==> src/rtl/tmr_pkg.sv <==
// Shared types, constants and control structs for the one-shot and periodic timer table.
`default_nettype none

package tmr_pkg;

    localparam int ONESHOT_SLOTS = 16;
    localparam int TICKER_SLOTS  = 16;

    localparam int OS_IW = (ONESHOT_SLOTS > 1) ? $clog2(ONESHOT_SLOTS) : 1;
    localparam int TK_IW = (TICKER_SLOTS > 1) ? $clog2(TICKER_SLOTS) : 1;
    localparam int IDX_W = (OS_IW > TK_IW) ? OS_IW : TK_IW;

    localparam int REQ_W  = 2;
    localparam int CB_W   = 16;
    localparam int KEY_W  = 16;
    localparam int IVL_W  = 32;
    localparam int TIME_W = 63;
    localparam int KIND_W = 2;
    localparam int STAT_W = 3;

    localparam logic [REQ_W-1:0] REQ_ADD_ONESHOT = 2'd0;
    localparam logic [REQ_W-1:0] REQ_ADD_TICKER  = 2'd1;
    localparam logic [REQ_W-1:0] REQ_STOP_TICKER = 2'd2;
    localparam logic [REQ_W-1:0] REQ_TICK        = 2'd3;

    localparam logic [KIND_W-1:0] KIND_STATUS  = 2'd0;
    localparam logic [KIND_W-1:0] KIND_ONESHOT = 2'd1;
    localparam logic [KIND_W-1:0] KIND_TICKER  = 2'd2;

    localparam logic [STAT_W-1:0] ST_OK        = 3'd0;
    localparam logic [STAT_W-1:0] ST_BAD_CB    = 3'd1;
    localparam logic [STAT_W-1:0] ST_FULL      = 3'd2;
    localparam logic [STAT_W-1:0] ST_DUP_NAME  = 3'd3;
    localparam logic [STAT_W-1:0] ST_NOT_FOUND = 3'd4;

    typedef struct packed {
        logic [REQ_W-1:0]  req_type;
        logic [CB_W-1:0]   callback_id;
        logic [KEY_W-1:0]  name_key;
        logic [IVL_W-1:0]  interval;
        logic [TIME_W-1:0] now;
    } tmr_req_t;

    typedef struct packed {
        logic [KIND_W-1:0] kind;
        logic [CB_W-1:0]   fired_callback;
        logic [STAT_W-1:0] status;
        logic              last;
    } tmr_rsp_t;

    // Commands from the controller to the datapath.
    typedef struct packed {
        logic              load_req;
        logic              idx_clr;
        logic              idx_inc;
        logic              read;
        logic              diff;
        logic              phase_tk;
        logic              set_status;
        logic [STAT_W-1:0] status_val;
        logic              emit;
        logic [KIND_W-1:0] emit_kind;
        logic              os_write;
        logic              os_clear;
        logic              tk_mark_dup;
        logic              tk_mark_free;
        logic              tk_write;
        logic              tk_stop;
        logic              tk_reload;
        logic              tk_free;
    } tmr_cmd_t;

    // Status from the datapath to the controller.
    typedef struct packed {
        logic [REQ_W-1:0] req_type;
        logic             cb_zero;
        logic             phase_tk;
        logic             slot_valid;
        logic             slot_running;
        logic             key_match;
        logic             fire;
        logic             idx_last;
        logic             dup;
        logic             free_found;
        logic             out_free;
    } tmr_sts_t;

endpackage

`default_nettype wire

==> src/rtl/tmr_dp.sv <==
// Datapath of the timer table: slot storage, scan index, elapsed-time compare, result register.
`default_nettype none

module tmr_dp (
    input  logic              clk,
    input  logic              rst_n,
    input  tmr_pkg::tmr_req_t req_data,
    input  tmr_pkg::tmr_cmd_t cmd,
    output tmr_pkg::tmr_sts_t sts,
    output logic              rsp_valid,
    input  logic              rsp_ready,
    output tmr_pkg::tmr_rsp_t rsp_data
);
    import tmr_pkg::*;

    // Slot storage; read-back data of an entry is only used while its valid bit is set.
    logic [CB_W-1:0]   os_cb_mem    [ONESHOT_SLOTS];
    logic [TIME_W-1:0] os_start_mem [ONESHOT_SLOTS];
    logic [IVL_W-1:0]  os_wait_mem  [ONESHOT_SLOTS];
    logic [KEY_W-1:0]  tk_key_mem   [TICKER_SLOTS];
    logic [CB_W-1:0]   tk_cb_mem    [TICKER_SLOTS];
    logic [TIME_W-1:0] tk_start_mem [TICKER_SLOTS];
    logic [IVL_W-1:0]  tk_period_mem[TICKER_SLOTS];

    logic [CB_W-1:0]   os_cb_rd_reg;
    logic [TIME_W-1:0] os_start_rd_reg;
    logic [IVL_W-1:0]  os_wait_rd_reg;
    logic [KEY_W-1:0]  tk_key_rd_reg;
    logic [CB_W-1:0]   tk_cb_rd_reg;
    logic [TIME_W-1:0] tk_start_rd_reg;
    logic [IVL_W-1:0]  tk_period_rd_reg;

    tmr_req_t          req_reg;
    logic [TIME_W:0]   diff_reg;

    logic                     phase_reg, phase_next;
    logic [IDX_W-1:0]         idx_reg, idx_next;
    logic                     dup_reg, dup_next;
    logic                     free_found_reg, free_found_next;
    logic [TK_IW-1:0]         free_reg, free_next;
    logic [STAT_W-1:0]        status_reg, status_next;
    logic [ONESHOT_SLOTS-1:0] os_valid_reg, os_valid_next;
    logic [TICKER_SLOTS-1:0]  tk_valid_reg, tk_valid_next;
    logic [TICKER_SLOTS-1:0]  tk_running_reg, tk_running_next;
    logic                     rsp_valid_reg, rsp_valid_next;
    tmr_rsp_t                 rsp_reg, rsp_next;

    logic [OS_IW-1:0]  os_idx;
    logic [TK_IW-1:0]  tk_idx;
    logic [TK_IW-1:0]  tk_waddr;
    logic [TIME_W:0]   gap;
    logic              os_due;
    logic              tk_due;

    assign os_idx   = idx_reg[OS_IW-1:0];
    assign tk_idx   = idx_reg[TK_IW-1:0];
    assign tk_waddr = cmd.tk_write ? free_reg : tk_idx;

    // Elapsed time is the magnitude of now minus the stored start.
    assign gap    = diff_reg[TIME_W] ? ((TIME_W+1)'(0) - diff_reg) : diff_reg;
    assign os_due = {{(TIME_W+1-IVL_W){1'b0}}, os_wait_rd_reg} <= gap;
    assign tk_due = {{(TIME_W+1-IVL_W){1'b0}}, tk_period_rd_reg} <= gap;

    always_ff @(posedge clk)
    begin
        if (cmd.load_req)
        begin
            req_reg <= req_data;
        end
        if (cmd.diff)
        begin
            diff_reg <= {1'b0, req_reg.now}
                      - {1'b0, (phase_reg ? tk_start_rd_reg : os_start_rd_reg)};
        end
    end

    always_ff @(posedge clk)
    begin
        if (cmd.os_write)
        begin
            os_cb_mem[os_idx]    <= req_reg.callback_id;
            os_start_mem[os_idx] <= req_reg.now;
            os_wait_mem[os_idx]  <= req_reg.interval;
        end
        if (cmd.read)
        begin
            os_cb_rd_reg    <= os_cb_mem[os_idx];
            os_start_rd_reg <= os_start_mem[os_idx];
            os_wait_rd_reg  <= os_wait_mem[os_idx];
        end
    end

    always_ff @(posedge clk)
    begin
        if (cmd.tk_write)
        begin
            tk_key_mem[tk_waddr]    <= req_reg.name_key;
            tk_cb_mem[tk_waddr]     <= req_reg.callback_id;
            tk_period_mem[tk_waddr] <= req_reg.interval;
        end
        if (cmd.tk_write || cmd.tk_reload)
        begin
            tk_start_mem[tk_waddr] <= req_reg.now;
        end
        if (cmd.read)
        begin
            tk_key_rd_reg    <= tk_key_mem[tk_idx];
            tk_cb_rd_reg     <= tk_cb_mem[tk_idx];
            tk_start_rd_reg  <= tk_start_mem[tk_idx];
            tk_period_rd_reg <= tk_period_mem[tk_idx];
        end
    end

    always_comb
    begin
        phase_next      = phase_reg;
        idx_next        = idx_reg;
        dup_next        = dup_reg;
        free_found_next = free_found_reg;
        free_next       = free_reg;
        status_next     = status_reg;
        os_valid_next   = os_valid_reg;
        tk_valid_next   = tk_valid_reg;
        tk_running_next = tk_running_reg;
        rsp_valid_next  = rsp_valid_reg;
        rsp_next        = rsp_reg;

        if (cmd.load_req)
        begin
            phase_next      = (req_data.req_type == REQ_ADD_TICKER) ||
                              (req_data.req_type == REQ_STOP_TICKER);
            dup_next        = 1'b0;
            free_found_next = 1'b0;
        end
        if (cmd.phase_tk)
        begin
            phase_next = 1'b1;
        end
        if (cmd.idx_clr)
        begin
            idx_next = '0;
        end
        else if (cmd.idx_inc)
        begin
            idx_next = idx_reg + 1'b1;
        end
        if (cmd.tk_mark_dup)
        begin
            dup_next = 1'b1;
        end
        if (cmd.tk_mark_free)
        begin
            free_found_next = 1'b1;
            free_next       = tk_idx;
        end
        if (cmd.set_status)
        begin
            status_next = cmd.status_val;
        end
        if (cmd.os_write)
        begin
            os_valid_next[os_idx] = 1'b1;
        end
        if (cmd.os_clear)
        begin
            os_valid_next[os_idx] = 1'b0;
        end
        if (cmd.tk_write)
        begin
            tk_valid_next[free_reg]   = 1'b1;
            tk_running_next[free_reg] = 1'b1;
        end
        if (cmd.tk_stop)
        begin
            tk_running_next[tk_idx] = 1'b0;
        end
        if (cmd.tk_free)
        begin
            tk_valid_next[tk_idx] = 1'b0;
        end

        if (cmd.emit)
        begin
            rsp_valid_next = 1'b1;
            rsp_next.kind  = cmd.emit_kind;
            case (cmd.emit_kind)
                KIND_ONESHOT:
                begin
                    rsp_next.fired_callback = os_cb_rd_reg;
                    rsp_next.status         = ST_OK;
                    rsp_next.last           = 1'b0;
                end
                KIND_TICKER:
                begin
                    rsp_next.fired_callback = tk_cb_rd_reg;
                    rsp_next.status         = ST_OK;
                    rsp_next.last           = 1'b0;
                end
                default:
                begin
                    rsp_next.fired_callback = '0;
                    rsp_next.status         = status_reg;
                    rsp_next.last           = 1'b1;
                end
            endcase
        end
        else if (rsp_ready)
        begin
            rsp_valid_next = 1'b0;
        end
    end

    always_ff @(posedge clk or negedge rst_n)
    begin
        if (!rst_n)
        begin
            phase_reg      <= 1'b0;
            idx_reg        <= '0;
            dup_reg        <= 1'b0;
            free_found_reg <= 1'b0;
            status_reg     <= ST_OK;
            os_valid_reg   <= '0;
            tk_valid_reg   <= '0;
            tk_running_reg <= '0;
            rsp_valid_reg  <= 1'b0;
        end
        else
        begin
            phase_reg      <= phase_next;
            idx_reg        <= idx_next;
            dup_reg        <= dup_next;
            free_found_reg <= free_found_next;
            status_reg     <= status_next;
            os_valid_reg   <= os_valid_next;
            tk_valid_reg   <= tk_valid_next;
            tk_running_reg <= tk_running_next;
            rsp_valid_reg  <= rsp_valid_next;
        end
    end

    always_ff @(posedge clk)
    begin
        free_reg <= free_next;
        rsp_reg  <= rsp_next;
    end

    always_comb
    begin
        sts.req_type     = req_reg.req_type;
        sts.cb_zero      = (req_reg.callback_id == '0);
        sts.phase_tk     = phase_reg;
        sts.slot_valid   = phase_reg ? tk_valid_reg[tk_idx] : os_valid_reg[os_idx];
        sts.slot_running = tk_running_reg[tk_idx];
        sts.key_match    = (tk_key_rd_reg == req_reg.name_key);
        sts.fire         = phase_reg ? (tk_valid_reg[tk_idx] && tk_running_reg[tk_idx] && tk_due)
                                     : (os_valid_reg[os_idx] && os_due);
        sts.idx_last     = phase_reg ? (idx_reg == IDX_W'(TICKER_SLOTS - 1))
                                     : (idx_reg == IDX_W'(ONESHOT_SLOTS - 1));
        sts.dup          = dup_reg;
        sts.free_found   = free_found_reg;
        sts.out_free     = !rsp_valid_reg || rsp_ready;
    end

    assign rsp_valid = rsp_valid_reg;
    assign rsp_data  = rsp_reg;

`ifndef NO_ASSERTIONS
    // A new ticker never lands on a slot that is still in use.
    a_tk_write_free: assert property (@(posedge clk) disable iff (!rst_n)
        cmd.tk_write |-> !tk_valid_reg[free_reg])
        else $error("ticker written into an occupied slot");

    // Fired entries always carry a usable handle.
    a_fired_handle: assert property (@(posedge clk) disable iff (!rst_n)
        rsp_valid_reg && (rsp_reg.kind != KIND_STATUS) |-> (rsp_reg.fired_callback != '0))
        else $error("fired result with handle zero");

    // Exactly the status result closes a request.
    a_last_status: assert property (@(posedge clk) disable iff (!rst_n)
        rsp_valid_reg |-> ((rsp_reg.kind == KIND_STATUS) == rsp_reg.last))
        else $error("last flag does not match a status result");
`endif

endmodule

`default_nettype wire

==> src/rtl/tmr_ctrl.sv <==
// Controller state machine that sequences slot scans for every request type.
`default_nettype none

module tmr_ctrl (
    input  logic              clk,
    input  logic              rst_n,
    input  logic              req_valid,
    output logic              req_ready,
    input  tmr_pkg::tmr_sts_t sts,
    output tmr_pkg::tmr_cmd_t cmd
);
    import tmr_pkg::*;

    typedef enum logic [6:0] {
        S_IDLE   = 7'b0000001,
        S_START  = 7'b0000010,
        S_READ   = 7'b0000100,
        S_DIFF   = 7'b0001000,
        S_EVAL   = 7'b0010000,
        S_TADD   = 7'b0100000,
        S_STATUS = 7'b1000000
    } state_t;

    state_t state_reg, state_next;

    always_comb
    begin
        cmd        = '0;
        state_next = state_reg;
        case (state_reg)
            S_IDLE:
            begin
                if (req_valid)
                begin
                    cmd.load_req = 1'b1;
                    cmd.idx_clr  = 1'b1;
                    state_next   = S_START;
                end
            end
            S_START:
            begin
                if ((sts.req_type inside {REQ_ADD_ONESHOT, REQ_ADD_TICKER}) && sts.cb_zero)
                begin
                    cmd.set_status = 1'b1;
                    cmd.status_val = ST_BAD_CB;
                    state_next     = S_STATUS;
                end
                else
                begin
                    state_next = S_READ;
                end
            end
            S_READ:
            begin
                cmd.read   = 1'b1;
                state_next = (sts.req_type == REQ_TICK) ? S_DIFF : S_EVAL;
            end
            S_DIFF:
            begin
                cmd.diff   = 1'b1;
                state_next = S_EVAL;
            end
            S_EVAL:
            begin
                case (sts.req_type)
                    REQ_ADD_ONESHOT:
                    begin
                        if (!sts.slot_valid)
                        begin
                            cmd.os_write   = 1'b1;
                            cmd.set_status = 1'b1;
                            cmd.status_val = ST_OK;
                            state_next     = S_STATUS;
                        end
                        else if (sts.idx_last)
                        begin
                            cmd.set_status = 1'b1;
                            cmd.status_val = ST_FULL;
                            state_next     = S_STATUS;
                        end
                        else
                        begin
                            cmd.idx_inc = 1'b1;
                            state_next  = S_READ;
                        end
                    end
                    REQ_ADD_TICKER:
                    begin
                        cmd.tk_mark_dup  = sts.slot_valid && sts.key_match;
                        cmd.tk_mark_free = !sts.slot_valid && !sts.free_found;
                        if (sts.idx_last)
                        begin
                            state_next = S_TADD;
                        end
                        else
                        begin
                            cmd.idx_inc = 1'b1;
                            state_next  = S_READ;
                        end
                    end
                    REQ_STOP_TICKER:
                    begin
                        if (sts.slot_valid && sts.key_match)
                        begin
                            cmd.tk_stop    = 1'b1;
                            cmd.set_status = 1'b1;
                            cmd.status_val = ST_OK;
                            state_next     = S_STATUS;
                        end
                        else if (sts.idx_last)
                        begin
                            cmd.set_status = 1'b1;
                            cmd.status_val = ST_NOT_FOUND;
                            state_next     = S_STATUS;
                        end
                        else
                        begin
                            cmd.idx_inc = 1'b1;
                            state_next  = S_READ;
                        end
                    end
                    default:
                    begin
                        // Time tick: hold the slot while a fire waits for the result register.
                        if (!sts.fire || sts.out_free)
                        begin
                            cmd.emit      = sts.fire;
                            cmd.emit_kind = sts.phase_tk ? KIND_TICKER : KIND_ONESHOT;
                            cmd.os_clear  = !sts.phase_tk && sts.fire;
                            cmd.tk_reload = sts.phase_tk && sts.fire;
                            cmd.tk_free   = sts.phase_tk && sts.slot_valid && !sts.slot_running;
                            if (!sts.idx_last)
                            begin
                                cmd.idx_inc = 1'b1;
                                state_next  = S_READ;
                            end
                            else if (!sts.phase_tk)
                            begin
                                cmd.idx_clr  = 1'b1;
                                cmd.phase_tk = 1'b1;
                                state_next   = S_READ;
                            end
                            else
                            begin
                                cmd.set_status = 1'b1;
                                cmd.status_val = ST_OK;
                                state_next     = S_STATUS;
                            end
                        end
                    end
                endcase
            end
            S_TADD:
            begin
                cmd.set_status = 1'b1;
                if (sts.dup)
                begin
                    cmd.status_val = ST_DUP_NAME;
                end
                else if (!sts.free_found)
                begin
                    cmd.status_val = ST_FULL;
                end
                else
                begin
                    cmd.tk_write   = 1'b1;
                    cmd.status_val = ST_OK;
                end
                state_next = S_STATUS;
            end
            S_STATUS:
            begin
                if (sts.out_free)
                begin
                    cmd.emit      = 1'b1;
                    cmd.emit_kind = KIND_STATUS;
                    state_next    = S_IDLE;
                end
            end
            default:
            begin
                state_next = S_IDLE;
            end
        endcase
    end

    always_ff @(posedge clk or negedge rst_n)
    begin
        if (!rst_n)
        begin
            state_reg <= S_IDLE;
        end
        else
        begin
            state_reg <= state_next;
        end
    end

    assign req_ready = (state_reg == S_IDLE);

`ifndef NO_ASSERTIONS
    // A result is only loaded when the result register can take it.
    a_emit_room: assert property (@(posedge clk) disable iff (!rst_n)
        cmd.emit |-> sts.out_free)
        else $error("result loaded over an untaken result");

    // A one-shot is only stored into a free slot.
    a_os_write_free: assert property (@(posedge clk) disable iff (!rst_n)
        cmd.os_write |-> !sts.slot_valid)
        else $error("one-shot written into an occupied slot");
`endif

endmodule

`default_nettype wire

==> src/rtl/oneshot_and_periodic_timer_table.sv <==
// Top level of the one-shot and periodic timer table: controller plus datapath.
`default_nettype none

//  Channel  Direction  Handshake              Payload
//  req      in         req_valid / req_ready  tmr_req_t: req_type, callback_id, name_key,
//                                             interval, now
//  rsp      out        rsp_valid / rsp_ready  tmr_rsp_t: kind, fired_callback, status, last
//
//  One request is worked on at a time; req_ready is high only while the controller is idle.
//  Each scanned slot passes through read and evaluate on add and stop requests and through
//  read, subtract and compare on a tick, as the slot store has a single read port and the
//  elapsed-time subtract is registered. A tick scans every one-shot and then every ticker
//  slot, an add ticker every ticker slot, and an add one-shot or a stop until it finds its
//  slot or reaches the last; an add with callback zero is rejected before any scan.
//  A single result register sits on the output, so the scan keeps going while one finished
//  transfer waits; the scan stops on a slot that fires only while that register is still full.
//  Reset clears the valid and running bits of every slot at once; the slot data needs none.

module oneshot_and_periodic_timer_table (
    input  logic              clk,
    input  logic              rst_n,
    input  logic              req_valid,
    output logic              req_ready,
    input  tmr_pkg::tmr_req_t req_data,
    output logic              rsp_valid,
    input  logic              rsp_ready,
    output tmr_pkg::tmr_rsp_t rsp_data
);
    import tmr_pkg::*;

    tmr_cmd_t cmd;
    tmr_sts_t sts;

    // The controller decides what happens to each slot; the datapath holds the slots,
    // compares elapsed time against each wait or period and drives the result register.
    tmr_ctrl u_ctrl (
        .clk       (clk),
        .rst_n     (rst_n),
        .req_valid (req_valid),
        .req_ready (req_ready),
        .sts       (sts),
        .cmd       (cmd)
    );

    tmr_dp u_dp (
        .clk       (clk),
        .rst_n     (rst_n),
        .req_data  (req_data),
        .cmd       (cmd),
        .sts       (sts),
        .rsp_valid (rsp_valid),
        .rsp_ready (rsp_ready),
        .rsp_data  (rsp_data)
    );

endmodule

`default_nettype wire
==> config.mk <==
export PLATFORM = sky130hd
export DESIGN_NAME = oneshot_and_periodic_timer_table
export DESIGN_NICKNAME = d
export VERILOG_FILES = /design/src/rtl/tmr_pkg.sv /design/src/rtl/tmr_dp.sv /design/src/rtl/tmr_ctrl.sv /design/src/rtl/oneshot_and_periodic_timer_table.sv
export SDC_FILE = /design/constraint.sdc
export NUM_CORES = 2
export LEC_CHECK = 0
export ABC_AREA = 1
export ABC_CLOCK_PERIOD_IN_PS = 26600
export BUFFER_PORTS_ARGS = -buffer_cell sky130_fd_sc_hd__clkbuf_2
export CAP_MARGIN = 30
export CORE_UTILIZATION = 35
export CTS_CLUSTER_DIAMETER = 40
export DETAILED_ROUTE_END_ITERATION = 8
export PLACE_DENSITY = 0.57
export RECOVER_POWER = 50
export SLEW_MARGIN = 20
export SYNTH_ARGS = -nofsm -noshare
export SYNTH_HDL_FRONTEND = slang
export SYNTH_SLANG_ARGS = --single-unit
==> constraint.sdc <==
create_clock -name clk -period 26.6 [get_ports clk]
set_input_delay 2.66 -clock clk [delete_from_list [all_inputs] [get_ports clk]]
set_output_delay 2.66 -clock clk [all_outputs]
set_load 0.01 [all_outputs]
==> flow_summary.json <==
{
  "status": "finished, violations left",
  "violations": "max-capacitance violations, max-slew violations",
  "fin_worst_skew_ns": 0.111,
  "dp_worst_setup_slack_ns": 19.58,
  "vias": 111000,
  "avgSynthCellArea_um2": 13.0,
  "syn_inst": 13200,
  "switchingPower_mw": 5.15,
  "synth-edff-count": 4265,
  "clk_pin_slew_ns": 0.06,
  "firstDrtPassIters": 6,
  "p_leak_nw": 66.6,
  "cts-buffers-inserted": 590,
  "wl_per_cell_um": 25.3,
  "ys.flop_type": "edfxtp_1",
  "ant_nets": 0,
  "io_buffers": 156,
  "final_cell_mix": "edfxtp_1 (4265), nor2_1 (2211), o21ai_0 (2007)",
  "top_regs": "u_dp.os_start_mem x1008, u_dp.tk_start_mem x1008",
  "internal_power_mw": 13.5,
  "clkPwrFrac_pct": 43.5,
  "rr_endpoint": "u_dp.tk_start_mem[3][53]",
  "async_reset_ff_share_pct": 1.52,
  "finalSetupViolCount": 0,
  "fmax_mhz": 80.3,
  "dr.first_iter.drc_count": 12500,
  "finalPower_mw": 18.7,
  "grt_max_degree": 195,
  "dp_hpwl_um": 278000,
  "finalCritPeriodShare_pct": 46.8,
  "grt_pass1_vias": 106000,
  "syn_nets": 13400,
  "drc": 0,
  "fp-row-count": 256,
  "p_per_area_nw_per_um2": 93.0,
  "yosysTopAreaCell": "edfxtp_1",
  "regToRegStartpoint": "u_dp.idx_reg[1]",
  "critPathCaptureType": "flop",
  "mostFrequentLayoutCell": "edfxtp_1",
  "yosysSeqAreaShare_pct": 75.6,
  "grt_usage_pct": 20.2,
  "multi_input_area_um2": 38000,
  "tns_ns": 0,
  "die-area_um2": 493000,
  "seq_area_um2": 130000,
  "timing.hold.ws_ns": 0.499,
  "nets": 13700,
  "tightest_slew_ns": 7.45,
  "synth_top_area_share_pct": 74.7,
  "rrSetupSlack_ns": 14.14,
  "routed_wl_um": 516000,
  "hold_path.class": "reg -> reg",
  "yosys.cell_types.count": 58,
  "coreArea_um2": 487000,
  "stdcell_count": 20400,
  "peakVddDrop_mv": 0.0654,
  "io_pins": 157,
  "ctsResizeCount": 0,
  "synth_seq_cells": 4331,
  "area_growth_pct": 17.0,
  "antenna_found_initial": 31,
  "clk_latency_ns": 1.10,
  "clock-sinks": 4331,
  "period_needed_ns": 12.46,
  "swShare_pct": 27.6,
  "combPwrFrac_pct": 12.8,
  "chipWidth_um": 702,
  "worstPathArrival_ns": 13.11,
  "nFillCells": 44800,
  "worstPathMaxFanout": 110,
  "place_congestion": 0.901,
  "slew_headroom_pct": -397,
  "vias_per_cell": 5.45,
  "htreeDepth": 6,
  "tritoncts": "done",
  "drv_slew": 3676,
  "final_core_util_pct": 41.2,
  "cts_hold_buf": 0,
  "crit_type": "reg -> reg",
  "dp_cells": 19300,
  "globalRouteOverflowTotal": 0,
  "clk_path_buf_depth": 4,
  "place_area_um2": 181000,
  "layout-drive-gt1-share_pct": 9.71,
  "finalWorstSetupSlack_ns": 14.14,
  "cp_data_required_time_ns": 27.25,
  "die_h_um": 702,
  "synthTopCellsByArea": "edfxtp_1 (75%), o21ai_0 (5.9%), nor2_1 (5.0%)",
  "initial_core_util_pct": 35.2,
  "cts_setup_buffers": 0,
  "syn_area_um2": 172000,
  "ctsRootBufferMaster": "clkbuf_16",
  "hold_viol_final": 0,
  "design_area_um2": 201000,
  "grt_pass1_wl_um": 743000,
  "cap_violations": 99,
  "hold_path_depth": 2,
  "rsz0062_at_grt": "false",
  "sequentialPowerShare_pct": 43.7,
  "yosysWarningCount": 0,
  "critPathLaunchType": "flop",
  "worst_r2r_path_depth": 12
}
## cell usage after synthesis (all sizes together), types with 61 or more instances
cell type,n
inv,339
mux2i,61
nand4,277
edfxtp,4265
nand3,76
nor2,2277
o22ai,979
ha,132
nand2,1461
clkbuf,723
o21ai,2016
dfrtp,65
a21oi,179
## cell families (layout without fill, tap and decap cells)
logic type / count (synthesis) / after routing / share of synthesized area, %
flops: 4331 / 4331 / 75.6
simple gates: 4140 / 4140 / 9.65
compound gates: 3270 / 3270 / 10.4
buf+inv: 1117 / 1906 / 2.47
fa+ha+maj: 133 / 133 / 0.974
xor+xnor: 103 / 103 / 0.526
mux: 61 / 61 / 0.356
other cells: 0 / 8 / 0
## worst max-delay path, cell delays in order, from the launching register on
cell and delay (ns):
dfrtp_1 1.59, clkinvlp_2 4.67, buf_4 1.66, nor2_1 0.23
o21ai_0 0.10, a21oi_1 0.21, nor4_1 0.12, nor2_1 0.12
nand2_1 0.09, o31ai_1 0.76, inv_2 0.61, nor2_4 0.93
buf_4 0.75
## power groups by stage
stage / clock network (mW) / logic [mW] / registers, mW
3_5_place_dp: 0 / 2.38 / 8.27
3_3_place_gp: 0 / 2.32 / 8.31
6_report: 8.12 / 2.38 / 8.16
4_1_cts: 8.22 / 2.38 / 8.14
2_1_floorplan: 0 / 1.25 / 8.41
5_1_grt: 8.50 / 2.57 / 8.17
## how the worst max path moves through the flow
stage                                    from                        end  slack (ns)  cells after the start
after detailed placement    u_dp.diff_reg[63]   u_dp.tk_start_mem[3][58]       19.58                     17
after global placement      u_dp.diff_reg[63]   u_dp.tk_start_mem[2][53]       19.42                     20
after global routing          u_dp.idx_reg[1]   u_dp.tk_start_mem[3][53]       13.90                     12
after floorplan           u_ctrl.state_reg[3]       u_dp.os_cb_rd_reg[0]        1.84                      1
final                         u_dp.idx_reg[1]   u_dp.tk_start_mem[3][53]       14.14                     12
after CTS                   u_dp.diff_reg[63]  u_dp.tk_start_mem[10][15]       19.52                     17
## layer usage
layer | track usage [%] | share of wire, % | vias to the layer above | wire [um]
met5 | 0 | 0.012 | - | 63
met4 | 5.19 | 2.5 | 10 | 12900
met3 | 2.90 | 8.0 | 776 | 41100
met2 | 32.1 | 46 | 4733 | 238000
met1 | 29.1 | 43 | 56500 | 224000
li1 | - | - | 49200 | -
## area by class of cell
class,count,share of cell area (%)
sequential,4331,64.6
multi-input combinational,7707,18.9
clock buffer,669,7.65
tap,6450,4.02
clock inverter,418,2.56
timing repair buffer,479,1.55
inverter,340,0.644
antenna,8,0.00997
Power figures use the tool's default switching activity.
